<file path="config.mk">
export PLATFORM = sky130hd
export DESIGN_NAME = c2d_mac
export DESIGN_NICKNAME = d
export VERILOG_FILES = /design/src/hdl/c2d_pkg.sv /design/src/hdl/c2d_mac.sv
export SDC_FILE = /design/constraint.sdc
export NUM_CORES = 1
export LEC_CHECK = 0
export ABC_AREA = 1
export ABC_CLOCK_PERIOD_IN_PS = 3500
export BUFFER_PORTS_ARGS = -buffer_cell sky130_fd_sc_hd__buf_2
export CORE_MARGIN = 10
export CORE_UTILIZATION = 70
export CTS_BUF_LIST = sky130_fd_sc_hd__clkbuf_16
export DETAILED_ROUTE_END_ITERATION = 12
export GPL_TIMING_DRIVEN = 0
export PLACE_DENSITY = 0.85
export SLEW_MARGIN = 5
export SYNTH_ARGS = -nofsm -noshare
export SYNTH_HDL_FRONTEND = slang
export SYNTH_SLANG_ARGS = --single-unit
</file>
<file path="constraint.sdc">
create_clock -name clk -period 3.5 [get_ports clk]
set_clock_uncertainty 0.1 [all_clocks]
set_input_delay 0.35 -clock clk [delete_from_list [all_inputs] [get_ports clk]]
set_output_delay 0.35 -clock clk [all_outputs]
set_load 0.05 [all_outputs]
</file>
<file path="src/hdl/c2d_pkg.sv">
// Shared constants, types and address functions of the 2D convolution engine.
package c2d_pkg;

	localparam int MAX_IN_CHANNELS  = 16;
	localparam int MAX_OUT_CHANNELS = 16;
	localparam int MAX_ROWS         = 32;
	localparam int MAX_COLS         = 32;
	localparam int MAX_RADIUS       = 2;
	localparam int KDIM             = 2 * MAX_RADIUS + 1;

	localparam int ACT_DEPTH = MAX_IN_CHANNELS * MAX_ROWS * MAX_COLS;
	localparam int WGT_DEPTH = MAX_OUT_CHANNELS * MAX_IN_CHANNELS * KDIM * KDIM;
	localparam int ACT_AW    = $clog2(ACT_DEPTH);
	localparam int WGT_AW    = $clog2(WGT_DEPTH);
	localparam int BIAS_AW   = 4;

	localparam int DATA_W = 16;
	localparam int PROD_W = 2 * DATA_W;
	localparam int ACC_W  = PROD_W + $clog2(MAX_IN_CHANNELS * KDIM * KDIM) + 1;
	localparam int FRAC_SHIFT = 12;

	localparam logic [1:0] OP_WRITE_WEIGHT     = 2'd0;
	localparam logic [1:0] OP_WRITE_BIAS       = 2'd1;
	localparam logic [1:0] OP_WRITE_ACTIVATION = 2'd2;
	localparam logic [1:0] OP_COMPUTE          = 2'd3;

	localparam logic [2:0] REG_INPUT_CHANNELS  = 3'd0;
	localparam logic [2:0] REG_OUTPUT_CHANNELS = 3'd1;
	localparam logic [2:0] REG_IMAGE_ROWS      = 3'd2;
	localparam logic [2:0] REG_IMAGE_COLS      = 3'd3;
	localparam logic [2:0] REG_KERNEL_RADIUS   = 3'd4;

	typedef struct packed {
		logic load;
		logic tap;
	} mac_ctrl_t;

	typedef struct packed {
		logic                     act_we;
		logic                     wgt_we;
		logic                     bias_we;
		logic [ACT_AW-1:0]        act_addr;
		logic [WGT_AW-1:0]        wgt_addr;
		logic [BIAS_AW-1:0]       bias_addr;
		logic signed [DATA_W-1:0] data;
	} store_wr_t;

	function automatic logic [ACT_AW-1:0] act_addr(input int ic, input int r, input int q);
		return ACT_AW'((ic * MAX_ROWS + r) * MAX_COLS + q);
	endfunction

	function automatic logic [WGT_AW-1:0] wgt_addr(input int oc, input int ic,
		input int tr, input int tc);
		return WGT_AW'(((oc * MAX_IN_CHANNELS + ic) * KDIM + tr) * KDIM + tc);
	endfunction

endpackage

</file>
<file path="src/hdl/c2d_mac.sv">
// Shared multiply-accumulate unit with output shift and saturation.
module c2d_mac (
	input  logic                               clk,
	input  logic                               arst_n,
	input  c2d_pkg::mac_ctrl_t                 ctrl,
	input  logic signed [c2d_pkg::DATA_W-1:0]  act,
	input  logic signed [c2d_pkg::DATA_W-1:0]  wgt,
	input  logic signed [c2d_pkg::DATA_W-1:0]  bias,
	output logic signed [c2d_pkg::DATA_W-1:0]  result,
	output logic                               saturated,
	output logic                               busy
);
	import c2d_pkg::*;

	localparam int SHIFT_W = ACC_W - FRAC_SHIFT;

	mac_ctrl_t                ctrl_s1;
	logic                     tap_s2;
	logic signed [PROD_W-1:0] product_s2;
	logic signed [ACC_W-1:0]  acc_q;
	logic signed [SHIFT_W-1:0] shifted;

	always_ff @(posedge clk or negedge arst_n) begin
		if (!arst_n) begin
			ctrl_s1 <= '0;
			tap_s2  <= 1'b0;
		end else begin
			ctrl_s1 <= ctrl;
			tap_s2  <= ctrl_s1.tap;
		end
	end

	always_ff @(posedge clk) begin
		if (ctrl_s1.tap) begin
			product_s2 <= act * wgt;
		end
		if (ctrl_s1.load) begin
			acc_q <= ACC_W'(bias) <<< FRAC_SHIFT;
		end else if (tap_s2) begin
			acc_q <= acc_q + ACC_W'(product_s2);
		end
	end

	assign shifted = SHIFT_W'(acc_q >>> FRAC_SHIFT);
	assign busy    = ctrl_s1.load | ctrl_s1.tap | tap_s2;

	always_comb begin
		saturated = 1'b1;
		if (shifted > SHIFT_W'(signed'(32767))) begin
			result = 16'sh7FFF;
		end else if (shifted < -SHIFT_W'(signed'(32768))) begin
			result = -16'sh8000;
		end else begin
			result    = DATA_W'(shifted);
			saturated = 1'b0;
		end
	end

endmodule

</file>
==> impl_results.md, run 1 <==
- Synth area leaders: fa_1 31%, nand2_1 17%, inv_1 15%, edfxtp_1 11%, ha_1 9.1%
- Total grt overflow: 10
- Fail Step: global routing
- Worst_ep kind: sequential cell input
- Top-Level Pins: 70
- Asr flop ratio synth: a little under 4%
- Post-synthesis compound-gate area fraction: 3.962%
- Gr usage total: a little over three fifths
- Top FF cell, synth: edfxtp_1
- Distinct cells, synth: 41
- Combinational family with the most area after synthesis: adder cells
- CTS Sinks: 77
- Mapped cell area: 16900 sq um
- Post-synth top area cell: fa_1
- Clk buf depth: 2
- DP Cell Count: 2739
- # H-tree levels: 3
- Cell row count: 56
- Commonest cells post-synth: 767 x nand2_1, 653 x inv_1, 263 x fa_1
- Die width: 175.4 um
- Placement Cell Area: roughly 19000 sq um
- Cell with the most instances after synthesis: nand2_1
- Yosys top cell area share: 31.16%
- Root buf cell: clkbuf_16
- Err: [ERROR GRT-0232] Routing congestion too high. Check the congestion heatmap in the GUI.
- Initial Util: between 70% and 80%
- Largest net degree at the start of global routing: 35
- Post-synthesis adder-cell area fraction: between 40 and 50%
- Post-DP HPWL: 42.24 mm
- Total CTS buffers: 9
- Number of flops mapped to enable cells by yosys: 62
- Sequential cell area fraction in the yosys report: 12.89%
- Simple-gate share of the synthesized area: between 20% and 30%
- Mux share of post-synthesis cell area: 0%
- Synth Area in XOR/XNOR: 2.073%
- Synthesized area per cell: 7.111 sq um
- Synthesized flop and latch total: 77
- Worst endpoint after global-route timing repair: product_s2[31]$_DFFE_PP_/D
- Die height: about 180 um
- Gp weighted congestion: approximately 1
- Port bufs: 44
- Status: did not finish
- Syn Nets: 2814
- Syn Inst Count: 2376
- Ys Warns: 0
==> per-layer routing <==
| metal | GRT usage [%] | GRT overflow |
|---|---|---|
| met5 | 15.45 | 0 |
| met2 | 80.34 | 5 |
| met3 | 51.28 | 0 |
| met4 | 60.97 | 5 |
| met1 | 59.24 | 0 |
==> kinds of logic after synthesis <==
logic type	count (synthesis)
buffers and inverters	721
AND/OR/NAND/NOR	1035
AO/OA/AOI/OAI	117
flip-flops	77
XOR/XNOR	40
adder cells (fa/ha/maj)	386
==> through the flow <==
| stage | TNS, ns | worst slack, ns | hold slack [ns] |
|---|---|---|---|
| 2_1_floorplan | -37.78 | -1.742 | -0.04559 |
| 3_3_place_gp | -53.98 | -2.596 | 0.04535 |
| 3_5_place_dp | -56.23 | -2.723 | 0.05024 |
| 4_1_cts | -37.86 | -1.850 | 0.002155 |
==> timing repair <==
action | CTS
cloned | 4
hold buffers | 1
endpoints found under the setup margin | 26
setup buffers | 54
gates resized for setup | 245
pin swaps | 119
endpoints found under the hold margin | 3
==> run 2, diff against run 1 <==
- CORE_UTILIZATION: 70 -> 40
- CTS_BUF_LIST: sky130_fd_sc_hd__clkbuf_16 -> default
- PLACE_DENSITY: 0.85 -> default
- PLACE_DENSITY_LB_ADDON: default -> 0.15
==> run 2 against run 1 <==
Effect of this change: the flow now finishes, with violations (setup timing); synthesized cell count unchanged; area after synthesis unchanged.
==> impl_results.md, run 2 <==
- Family with the most delay on the worst path: adder cells
- Gr usage total: 22.38%
- Top reg by flops: acc_q
- Synth area leaders: fa_1 31%, nand2_1 17%, inv_1 15%, edfxtp_1 11%, ha_1 9.1%
- Total CTS buffers: 9 (unchanged)
- Synthesized area per cell: 7.111 sq um (unchanged)
- Post-synth top area cell: fa_1
- Ys Warns: 0 (unchanged)
- Status: complete, but fails checks
- Vias in the first global route: 15890
- Worst-Skew Late Latency: 0.37 ns
- Mapped cell area: 16900 sq um (unchanged)
- Number of flops mapped to enable cells by yosys: 62 (unchanged)
- Syn Inst Count: 2376 (unchanged)
- Total grt overflow: 0
- Worst-Margin Slew: 0.7616 ns
- CTS Sinks: 77 (unchanged)
- Hold path start: ctrl[0]
- Gp weighted congestion: 0.9682 (-3.1%)
- Ant diodes: 0
- Routed WL per cell: approximately 18 um
- Hold Path Depth: 1
- Synthesized flop and latch total: 77 (unchanged)
- Buf+Inv Stages, Crit Path: 9
- Detailed-route via count: around 15000
- Top-Level Pins: 70 (unchanged)
- Hold Crit Class: in -> reg
- Worst hold endpoint: ctrl_s1[0]
- Max Slew Vio Count: 0
- Final Cell Area: 21880 sq um
- Asr flop ratio synth: 3.896% (unchanged)
- Post-DP HPWL: 45.90 mm (+8.7%)
- CP Cell Sequence: clkbuf_16 -> clkbuf_16 -> buf_12 -> nand2_4 -> inv_2 -> fa_1 -> inv_2 -> fa_2 -> fa_2 -> fa_1 -> inv_2 -> fa_1 -> inv_2 -> fa_2 -> inv_2 -> ha_4 -> buf_4 -> a31oi_4 -> nand2_1 -> a21oi_2 -> nand2_2 -> xor2_2
- Top FF cell, synth: edfxtp_1
- Layout net count: 2979
- Largest registers: acc_q: 42 flops, product_s2: 32 flops, ctrl_s1: 2 flops
- P&R area growth vs syn: 29.50%
- Drc violations: 0
- Final core utilization: 52.28%
- FF-to-FF Start: product_s2[0]
- Syn Nets: 2814 (unchanged)
- Clock-pin transition on the worst setup and hold timing paths: 0.06 ns
- Worst rel slew slack: 49.23%
- Startpoint Class: input port
- Max_cap viols: 0
- Antenna Nets Post-Route: 0
- Placement Cell Area: 18830 sq um (+1.5%)
- Most frequent CP cell: inv_2
- Sequential cell area fraction in the yosys report: 12.89% (unchanged)
- Crit-path max cell delay: 0.55 ns
- First-pass GRT wire length: between 80 and 90 mm
- Worst reg-to-reg path cell count: 15
- Die height: 225.5 um (+29%)
- Fin. Hold Viols: 0
- Die ar.: 50860 sq um
- Data arrival, critical path: about 5.3 ns
- Die width: 225.5 um (+29%)
- CP max FO: 6
- Largest register FFs: 42
- Clk buf depth: 2 (unchanged)
- Dpl ws: -2.800 ns (-0.07695 ns)
- Flop2flop setup slack: 0.60 ns
- Initial Util: 40.37% (-31 points)
- Data required, critical path: about 3.5 ns
- Cell row count: 75 (+34%)
- R2R Path End: acc_q[20]
- Area of the core: around 42000 sq um
- Most common cell after layout, fill and taps aside: nand2_1
- Yosys top cell area share: 31.16% (unchanged)
- Setup crit end kind: flop
- Root buf cell: clkbuf_16
- RSZ-0062 raised after global routing: yes
- Final worst setup slack: -1.744 ns
- Cell with the most instances after synthesis: nand2_1
- Port bufs: 44 (unchanged)
- Distinct cells, synth: 41 (unchanged)
- Crit share post-route: 149.8%
- Layout cells sized above 1: a little under a quarter
- Sum Neg Setup Slack: -37.58 ns
- Failing checks: setup timing
- Fmax: 190.7 MHz
- Overall routed net length: 55.68 mm
- Crit Path Category: in -> reg
- Finish-stage setup viols: 26
- Cell type of the slowest stage on the worst timing path: fa_1
- Vias per inst: 4.886
- Min Tclk post-route: ~5.2 ns
- Iter 0 DRT Violations: just under 1000
- Initial antenna violation count: 0
- Commonest non-fill, non-tap cells in the layout: 694 x nand2_1, 570 x inv_1, 240 x fa_1
- DR pass1 iterations: 5
- # H-tree levels: 3 (unchanged)
- Commonest cells post-synth: 767 x nand2_1, 653 x inv_1, 263 x fa_1
- Largest net degree at the start of global routing: 35
- CTS tree: yes
-- run 2: cell counts after synthesis --
Identical to the previous run, type by type.
-- run 2: cell families after synthesis --
logic type,Yosys count,share of synthesized area [%]
AOI/OAI and AO/OA,117,3.962
xor gates and xnor gates,40,2.073
adders and majority gates,386,40.27
buffers and inverters,721,16.08
DFF,77,12.89
and+or+nand+nor,1035,24.73
-- run 2: layer usage --
| layer | share of wire [%] | vias up | wire length [um] | track usage [%] |
|---|---|---|---|---|
| met5 | 0.16 | - | 88 | 0 |
| met4 | 3.5 | 2 | 1965 | 7.691 |
| met3 | 5.5 | 107 | 3049 | 3.578 |
| met2 | 49 | 370 | 27450 | 39.25 |
| met1 | 42 | 7349 | 23130 | 27.31 |
| li1 | - | 7246 | - | - |
-- run 2: metrics by stage --
step                instances  hold WS, ns
floorplan                2376     -0.04559
global placement         2959      0.04585
detailed placement       2959      0.04787
CTS                      3050     0.003609
global route             3085    -0.001172
finish                   3085      0.01169
-- run 2: area by class of cell --
| type | count | area [sq um] |
|---|---|---|
| flip-flops and latches | 77 | 2178 |
| repair buffers | 154 | 1341 |
| clock buffers | 9 | 225.2 |
| plain buffers | 67 | 1219 |
| well taps | 539 | 674.4 |
| fillers | 4055 | 19970 |
| inverters | 654 | 2487 |
| clock inverters | 7 | 78.83 |
| multi-input cells | 1578 | 13680 |
-- run 2: worst max-delay path by stage --
stage               cells after the start             end     from
floorplan                              21  product_s2[27]   wgt[5]
global placement                       20  product_s2[21]  act[14]
detailed placement                     20  product_s2[21]  act[14]
CTS                                    24  product_s2[31]  act[15]
global route                           20  product_s2[30]  act[15]
finish                                 22  product_s2[20]   wgt[5]
-- run 2: worst register-to-register path: cells and delay by family (launching register included) --
family        cells  cell delay, ns
fa+ha+maj         2            0.67
buf+inv           2            0.28
flops             1            0.34
simple gates     11            1.26
-- run 2: repair_timing --
| item | CTS | global route |
|---|---|---|
| hold buffers | 2 | 0 |
| resized for setup | 293 | 149 |
| pin swaps | 127 | 133 |
| hold endpoints to repair | 4 | 0 |
| cloned | 4 | 0 |
| buffers inserted | 69 | 35 |
| endpoints found under the setup margin | 26 | 26 |
Power of run 2 is not shown: default switching activity piles up to over one toggle a cycle in this logic, so the estimate is an artifact.
